**src/rtl/core/twoa_pkg.sv**
```systemverilog
// Shared constants, codes and types for the time-weighted occupancy average block.
// Used by twoa_divider and time_weighted_occupancy_average_top; no dependencies.
package twoa_pkg;

   localparam int COUNT_W   = 16;
   localparam int TIME_W    = 48;
   localparam int FRAC_BITS = 16;
   localparam int TS_W      = 48;
   localparam int AREA_W    = 64;
   localparam int QUOT_W    = 32;
   localparam int INT_BITS  = QUOT_W - FRAC_BITS;
   localparam int PROD_W    = COUNT_W + TIME_W;
   localparam int STEP_W    = $clog2(QUOT_W);
   localparam int WIDE_W    = AREA_W + QUOT_W;

   typedef enum logic [1:0] {
      REQ_RESTART   = 2'd0,
      REQ_ARRIVAL   = 2'd1,
      REQ_DEPARTURE = 2'd2,
      REQ_REPORT    = 2'd3
   } req_code_type;

   typedef struct packed {
      logic done;
      logic zero_window;
   } div_status_type;

   // elapsed time, zero when time runs backwards
   function automatic logic [TIME_W-1:0] span(input logic [TIME_W-1:0] from_t,
                                              input logic [TIME_W-1:0] to_t);
      span = (to_t >= from_t) ? (to_t - from_t) : '0;
   endfunction

endpackage

```
**src/rtl/core/twoa_divider.sv**
```systemverilog
// Fixed-point divider: area / window with FRAC_BITS fraction bits, saturating.
// Restoring division, one quotient bit per cycle. Depends on twoa_pkg.
module twoa_divider (
   input  logic                              clock,
   input  logic                              reset,
   input  logic                              start,
   input  logic [twoa_pkg::AREA_W-1:0]       area_sum,
   input  logic [twoa_pkg::TIME_W-1:0]       window,
   output twoa_pkg::div_status_type          status,
   output logic [twoa_pkg::QUOT_W-1:0]       quotient
);

   typedef enum logic [3:0] {
      D_IDLE  = 4'b0001,
      D_CHECK = 4'b0010,
      D_RUN   = 4'b0100,
      D_DONE  = 4'b1000
   } div_state_type;

   div_state_type                     state_ff, state_in;
   logic [twoa_pkg::AREA_W-1:0]       area_ff, area_in;
   logic [twoa_pkg::TIME_W-1:0]       win_ff, win_in;
   logic [twoa_pkg::TIME_W-1:0]       rem_ff, rem_in;
   logic [twoa_pkg::QUOT_W-1:0]       quot_ff, quot_in;
   logic [twoa_pkg::STEP_W-1:0]       step_ff, step_in;
   logic                              zero_ff, zero_in;

   logic [twoa_pkg::WIDE_W-1:0]       limit;
   logic                              too_big;
   logic [twoa_pkg::TIME_W:0]         rem_sh;
   logic [twoa_pkg::TIME_W:0]         rem_diff;
   logic                              fits;

   assign limit    = twoa_pkg::WIDE_W'(win_ff) << twoa_pkg::INT_BITS;
   assign too_big  = twoa_pkg::WIDE_W'(area_ff) >= limit;
   assign rem_sh   = {rem_ff, quot_ff[twoa_pkg::QUOT_W-1]};
   assign rem_diff = rem_sh - {1'b0, win_ff};
   assign fits     = rem_sh >= {1'b0, win_ff};

   always_comb begin
      state_in = state_ff;
      area_in  = area_ff;
      win_in   = win_ff;
      rem_in   = rem_ff;
      quot_in  = quot_ff;
      step_in  = step_ff;
      zero_in  = zero_ff;
      unique case (state_ff)
         D_IDLE: begin
            if (start) begin
               area_in  = area_sum;
               win_in   = window;
               state_in = D_CHECK;
            end
         end
         D_CHECK: begin
            zero_in = 1'b0;
            step_in = '0;
            if (win_ff == '0) begin
               quot_in  = '0;
               zero_in  = 1'b1;
               state_in = D_DONE;
            end else if (too_big) begin
               quot_in  = '1;
               state_in = D_DONE;
            end else begin
               // quotient < 2^QUOT_W, so the upper dividend bits start as remainder
               rem_in   = twoa_pkg::TIME_W'(area_ff >> twoa_pkg::INT_BITS);
               quot_in  = twoa_pkg::QUOT_W'(area_ff) << twoa_pkg::FRAC_BITS;
               state_in = D_RUN;
            end
         end
         D_RUN: begin
            rem_in  = fits ? rem_diff[twoa_pkg::TIME_W-1:0] : rem_sh[twoa_pkg::TIME_W-1:0];
            quot_in = {quot_ff[twoa_pkg::QUOT_W-2:0], fits};
            step_in = step_ff + 1'b1;
            if (step_ff == twoa_pkg::STEP_W'(twoa_pkg::QUOT_W - 1)) begin
               state_in = D_DONE;
            end
         end
         D_DONE: begin
            state_in = D_IDLE;
         end
         default: begin
            state_in = D_IDLE;
         end
      endcase
   end

   always_ff @(posedge clock) begin
      if (reset) begin
         state_ff <= D_IDLE;
         zero_ff  <= 1'b0;
      end else begin
         state_ff <= state_in;
         zero_ff  <= zero_in;
      end
      area_ff <= area_in;
      win_ff  <= win_in;
      rem_ff  <= rem_in;
      quot_ff <= quot_in;
      step_ff <= step_in;
   end

   assign status.done        = (state_ff == D_DONE);
   assign status.zero_window = zero_ff;
   assign quotient           = quot_ff;

endmodule

```
**src/rtl/core/time_weighted_occupancy_average_top.sv**
```systemverilog
// Time-weighted occupancy average: restart, arrival, departure and report items.
// Restart is done on acceptance; arrival and departure pass through multiply and accumulate.
// Report also multiplies and accumulates, then runs the bit-serial divider (one bit per cycle).
// One item at a time; a finished result waits in the output register.
// Synchronous active-high reset clears occupancy, times, area and the output valid.
// Depends on twoa_pkg and twoa_divider.
module time_weighted_occupancy_average_top (
   input  logic                          clock,
   input  logic                          reset,
   input  logic                          req_valid,
   output logic                          req_ready,
   input  logic [1:0]                    req_type,
   input  logic [twoa_pkg::TS_W-1:0]     req_timestamp_us,
   output logic                          rsp_valid,
   input  logic                          rsp_ready,
   output logic [twoa_pkg::QUOT_W-1:0]   rsp_average_q16,
   output logic                          rsp_zero_window
);

   typedef enum logic [4:0] {
      S_IDLE = 5'b00001,
      S_MUL  = 5'b00010,
      S_ACC  = 5'b00100,
      S_DIV  = 5'b01000,
      S_FIN  = 5'b10000
   } top_state_type;

   top_state_type                         state_ff, state_in;
   twoa_pkg::req_code_type                code_ff, code_in;
   logic [twoa_pkg::TIME_W-1:0]           now_ff, now_in;
   logic [twoa_pkg::COUNT_W-1:0]          occ_ff, occ_in;
   logic [twoa_pkg::TIME_W-1:0]           last_ff, last_in;
   logic [twoa_pkg::TIME_W-1:0]           start_ff, start_in;
   logic [twoa_pkg::AREA_W-1:0]           area_ff, area_in;
   logic [twoa_pkg::PROD_W-1:0]           prod_ff, prod_in;
   logic                                  rsp_valid_ff, rsp_valid_in;
   logic [twoa_pkg::QUOT_W-1:0]           avg_ff, avg_in;
   logic                                  zero_ff, zero_in;

   logic [twoa_pkg::AREA_W+twoa_pkg::PROD_W-1:0] prod_wide;
   logic [twoa_pkg::AREA_W-1:0]           prod_clip;
   logic [twoa_pkg::AREA_W:0]             sum;
   logic [twoa_pkg::AREA_W-1:0]           area_acc;
   logic                                  div_start;
   twoa_pkg::div_status_type              div_status;
   logic [twoa_pkg::QUOT_W-1:0]           div_quot;
   logic                                  req_fire;

   assign req_ready = (state_ff == S_IDLE);
   assign req_fire  = req_valid && req_ready;

   assign prod_wide = (twoa_pkg::AREA_W + twoa_pkg::PROD_W)'(prod_ff);
   assign prod_clip = ((prod_wide >> twoa_pkg::AREA_W) == '0)
                    ? twoa_pkg::AREA_W'(prod_ff) : '1;
   assign sum       = {1'b0, area_ff} + {1'b0, prod_clip};
   assign area_acc  = sum[twoa_pkg::AREA_W] ? '1 : sum[twoa_pkg::AREA_W-1:0];
   assign div_start = (state_ff == S_ACC) && (code_ff == twoa_pkg::REQ_REPORT);

   twoa_divider u_div (
      .clock    (clock),
      .reset    (reset),
      .start    (div_start),
      .area_sum (area_acc),
      .window   (twoa_pkg::span(start_ff, now_ff)),
      .status   (div_status),
      .quotient (div_quot)
   );

   always_comb begin
      state_in     = state_ff;
      code_in      = code_ff;
      now_in       = now_ff;
      occ_in       = occ_ff;
      last_in      = last_ff;
      start_in     = start_ff;
      area_in      = area_ff;
      prod_in      = prod_ff;
      avg_in       = avg_ff;
      zero_in      = zero_ff;
      rsp_valid_in = rsp_valid_ff && !rsp_ready;
      unique case (state_ff)
         S_IDLE: begin
            if (req_fire) begin
               code_in = twoa_pkg::req_code_type'(req_type);
               now_in  = twoa_pkg::TIME_W'(req_timestamp_us);
               if (twoa_pkg::req_code_type'(req_type) == twoa_pkg::REQ_RESTART) begin
                  occ_in   = '0;
                  area_in  = '0;
                  last_in  = twoa_pkg::TIME_W'(req_timestamp_us);
                  start_in = twoa_pkg::TIME_W'(req_timestamp_us);
               end else begin
                  state_in = S_MUL;
               end
            end
         end
         S_MUL: begin
            prod_in  = twoa_pkg::PROD_W'(occ_ff)
                     * twoa_pkg::PROD_W'(twoa_pkg::span(last_ff, now_ff));
            state_in = S_ACC;
         end
         S_ACC: begin
            area_in  = area_acc;
            last_in  = now_ff;
            state_in = S_IDLE;
            case (code_ff)
               twoa_pkg::REQ_ARRIVAL: begin
                  if (occ_ff != '1) begin
                     occ_in = occ_ff + 1'b1;
                  end
               end
               twoa_pkg::REQ_DEPARTURE: begin
                  if (occ_ff != '0) begin
                     occ_in = occ_ff - 1'b1;
                  end
               end
               twoa_pkg::REQ_REPORT: begin
                  state_in = S_DIV;
               end
               default: begin
                  state_in = S_IDLE;
               end
            endcase
         end
         S_DIV: begin
            if (div_status.done) begin
               state_in = S_FIN;
            end
         end
         S_FIN: begin
            if (!rsp_valid_ff || rsp_ready) begin
               avg_in       = div_quot;
               zero_in      = div_status.zero_window;
               rsp_valid_in = 1'b1;
               area_in      = '0;
               start_in     = now_ff;
               state_in     = S_IDLE;
            end
         end
         default: begin
            state_in = S_IDLE;
         end
      endcase
   end

   always_ff @(posedge clock) begin
      if (reset) begin
         state_ff     <= S_IDLE;
         rsp_valid_ff <= 1'b0;
         occ_ff       <= '0;
         last_ff      <= '0;
         start_ff     <= '0;
         area_ff      <= '0;
      end else begin
         state_ff     <= state_in;
         rsp_valid_ff <= rsp_valid_in;
         occ_ff       <= occ_in;
         last_ff      <= last_in;
         start_ff     <= start_in;
         area_ff      <= area_in;
      end
      code_ff <= code_in;
      now_ff  <= now_in;
      prod_ff <= prod_in;
      avg_ff  <= avg_in;
      zero_ff <= zero_in;
   end

   assign rsp_valid       = rsp_valid_ff;
   assign rsp_average_q16 = avg_ff;
   assign rsp_zero_window = zero_ff;

endmodule
```
**config.mk**
```make
export PLATFORM = sky130hd
export DESIGN_NAME = time_weighted_occupancy_average_top
export DESIGN_NICKNAME = d
export VERILOG_FILES = /design/src/rtl/core/twoa_pkg.sv /design/src/rtl/core/twoa_divider.sv /design/src/rtl/core/time_weighted_occupancy_average_top.sv
export SDC_FILE = /design/constraint.sdc
export NUM_CORES = 2
export LEC_CHECK = 0
export ABC_AREA = 1
export BUFFER_PORTS_ARGS = -buffer_cell sky130_fd_sc_hd__buf_2
export CORE_AREA = 8 8 491 348
export CTS_BUF_LIST = sky130_fd_sc_hd__clkbuf_8
export DETAILED_ROUTE_END_ITERATION = 16
export DIE_AREA = 0 0 499 356
export SLEW_MARGIN = 20
export SYNTH_ARGS = -nofsm -noshare
export SYNTH_HDL_FRONTEND = slang
export SYNTH_HIERARCHICAL = 1
export SYNTH_SLANG_ARGS = --single-unit
```
**constraint.sdc**
```tcl
create_clock -name clock -period 20.9 [get_ports clock]
set_input_delay 2.09 -clock clock [delete_from_list [all_inputs] [get_ports clock]]
set_output_delay 2.09 -clock clock [all_outputs]
set_load 0.01 [all_outputs]
```
==> key figures <==
Clock network
  • Post-CTS Hold Buffers: 0
  • # Post-CTS Setup Buffers: 0
  • Clock slew at reported path FFs: 0.08 ns
  • CTS Sinks: 531
  • TritonCTS buffer count: 92
  • TritonCTS clock tree: yes
  • CTS Root Cell: clkbuf_8
  • Clock Path Buffers: 3
  • Clock Latency Late Sink: 0.86 ns
  • # resized after CTS: 0
  • Max H-tree Level: 3

Power and ir drop
  • Max VDD drop: 0.0949 mV
  • Pwr dens: 77.3 nW/um^2
  • Pleak: 0.0334 uW

Floorplanning
  • Area of the core: 163000 sq um
  • Io pins: 89
  • Die width: 499 um
  • Die area: 178000 sq um
  • Row count: 124
  • Starting density of the core: 39.8%
  • Die Ht: 356 um

Timing
  • Setup Skew: 0.0833 ns
  • Pin slew with the least headroom to its limit: 1.13 ns
  • Maximum clock rate: 92.2 MHz
  • Fin crit period: 10.85 ns
  • Final hold vios: 0
  • Relative slew margins: 24.7%
  • Tcrit/Tclk final: 51.9%
  • Unrepaired setup endpoints after global routing: no
  • Setup Total Neg Slack: 0 ns
  • Hold_ws: 0.450 ns
  • Slew Viols, Final: 0
  • Final Setup Violations: 0

Setup path
  • Worst setup SP type: flip-flop
  • CP Data Arrival Time: 11.43 ns
  • Most frequent CP cell: fa_1
  • Classification of the worst setup path: reg -> reg
  • Required @ worst endpoint: 21.48 ns
  • Setup slack, reg-to-reg: 10.05 ns
  • CP max stage delay: 0.81 ns
  • Critical-path top delay cell: buf_4
  • Crit-path max FO: 114
  • Crit end category: flip-flop

Global routing
  • Initial antenna violation count: 20
  • Overflow after GRT: 0
  • Global-route wire length before repair: 393000 um
  • Largest net degree at the start of global routing: 208
  • GRT Resource Usage Total: 29.3%
  • Vias in the first global route: 59200

Route
  • Post-DRT Antenna Nets: 0
  • WL/cell: 24.0 um
  • Drt first pass iters: 7
  • DR DRC count: 0
  • Routed vias/inst: 5.50
  • Detailed router's first-iteration violation count: 7242
  • Routed wire length: 268000 um
  • Total number of vias: 61500

Placed design
  • Port bufs: 88
  • GPL Wtd Cong: 0.981
  • DP HPWL: 216000 um

Min path
  • Min-delay worst type: reg -> reg

Layout
  • Fraction of layout cells with a size suffix above 1: 4.28%
  • Synthesis-to-finish area growth: 6.62%
  • Final net count: 10000

Synthesis
  • Syn nets: 10100
  • Top post-synthesis cells by area: fa_1 (20%), edfxtp_1 (16%), nand2_1 (13%)
  • Syn_area_per_cell: 7.21 sq um
  • Post-Syn Instances: 8990
  • Synth Cell Area: 64800 sq um
  • Top cell type's share of synthesized area: 20.0%
  • Number of flops mapped to enable cells by yosys: 344
  • Ys Warns: 6
  • Async set or reset register ratio after synthesis: 0%
  • Distinct cells, synth: 56
  • Yosys top cell by area: fa_1
  • Post-synthesis sequential area ratio: 21.7%
  • Top_reg_cell synth: edfxtp_1
  • Synth Register Bits: 531

Job
  • Max cap viols: 0

Outcome
  • Run status: completed
## stage by stage
stage / utilization [%] / total power [uW] / area [sq um] / setup slack (ns) / std cells
2_1_floorplan: - / 3070 / 64800 / 13.24 / 8990
3_3_place_gp: 41.2 / 4140 / 67000 / 10.69 / 11000
3_5_place_dp: 41.2 / 4120 / 67000 / 10.41 / 11000
4_1_cts: 42.5 / 5250 / 69100 / 10.36 / 11200
5_1_grt: 42.5 / 5560 / 69100 / 9.72 / 11200
6_report: 42.5 / 5350 / 69100 / 10.05 / 11200
## logic make-up after synthesis
| family | Yosys count | share of synthesized area [%] |
|---|---|---|
| compound gates | 916 | 7.87 |
| simple gates | 4208 | 27.5 |
| flops | 531 | 21.7 |
| fa+ha+maj | 1055 | 27.8 |
| xor+xnor | 167 | 2.26 |
| buf+inv | 2113 | 12.9 |
## synth_stat cells (15+ instances only)
cell      number
nand2_1     2313
inv_1       1778
nor2_1       840
fa_1         647
nand3_1      528
ha_1         408
a21oi_1      404
edfxtp_1     344
nand4_1      327
o21ai_0      259
dfxtp_1      187
clkbuf_1     184
a31oi_1      113
xor2_1       112
nor3_1        62
buf_2         56
xnor2_1       55
buf_6         38
nor4_1        38
o21bai_1      38
a21o_1        31
or2_2         26
nand3b_1      24
o21a_1        24
inv_2         18
buf_4         16
o211ai_1      15
## flip-flops by register name (all words and copies together) (netlist names), 32 cells and up
signal	flops
area_ff	64
last_ff	48
now_ff	48
prod_clip	64
rsp_average_q16	32
start_ff	48
u_div/area_ff	64
u_div/quotient	32
u_div/rem_ff	48
u_div/win_ff	48
## power breakdown
group	total (uW)	switching, uW	internal, uW
combinational	2880	2290	591
sequential	1350	85.6	1260
clock	1120	527	589
total	5350	2910	2440
## worst max-delay path: cells and delay by family, from the launching register on
kind	cells	cell delay, ns
buf+inv	5	1.07
xor+xnor	1	0.51
compound gates	5	2.11
fa+ha+maj	8	3.64
flops	1	0.47
simple gates	11	2.65
## layout make-up
cell class              count  area (sq um)
fillers                 16900         93600
multi-input cells        6346         42500
flip-flops and latches    531         14100
inverters                1805          6780
well taps                2142          2680
clock buffers             111          1530
repair buffers            159           988
clock inverters            63           542
diodes                     12          30.0
## per-layer routing
| metal | vias to the layer above | global-route usage [%] | wire length (um) |
|---|---|---|---|
| li1 | 28200 | - | - |
| met1 | 29600 | 44.5 | 125000 |
| met2 | 3171 | 39.8 | 103000 |
| met3 | 430 | 7.86 | 30400 |
| met4 | 6 | 9.54 | 9750 |
| met5 | - | 0.433 | 142 |
## placed cells by master, fill, tap and decap left out, types with 24 or more instances in the layout
cell / n
a21o_1: 31
a21oi_1: 403
a31oi_1: 113
buf_2: 87
buf_4: 71
clkbuf_8: 111
dfxtp_1: 183
edfxtp_1: 344
fa_1: 647
ha_1: 408
inv_1: 1807
nand2_1: 2312
nand3_1: 526
nand3b_1: 24
nand4_1: 327
nor2_1: 837
nor3_1: 62
nor4_1: 37
o21a_1: 24
o21ai_0: 259
o21bai_1: 38
or2_2: 26
xnor2_1: 55
xor2_1: 112
## worst paths after layout
path / depth (start not counted) / start / end
max: 30 / now_ff[13] / prod_clip[30]
min: 0 / u_div/quotient[0] / rsp_average_q16[0]
max reg2reg: 30 / now_ff[13] / prod_clip[30]
min reg2reg: 0 / u_div/quotient[0] / rsp_average_q16[0]
(Power assumes the default switching activity.)
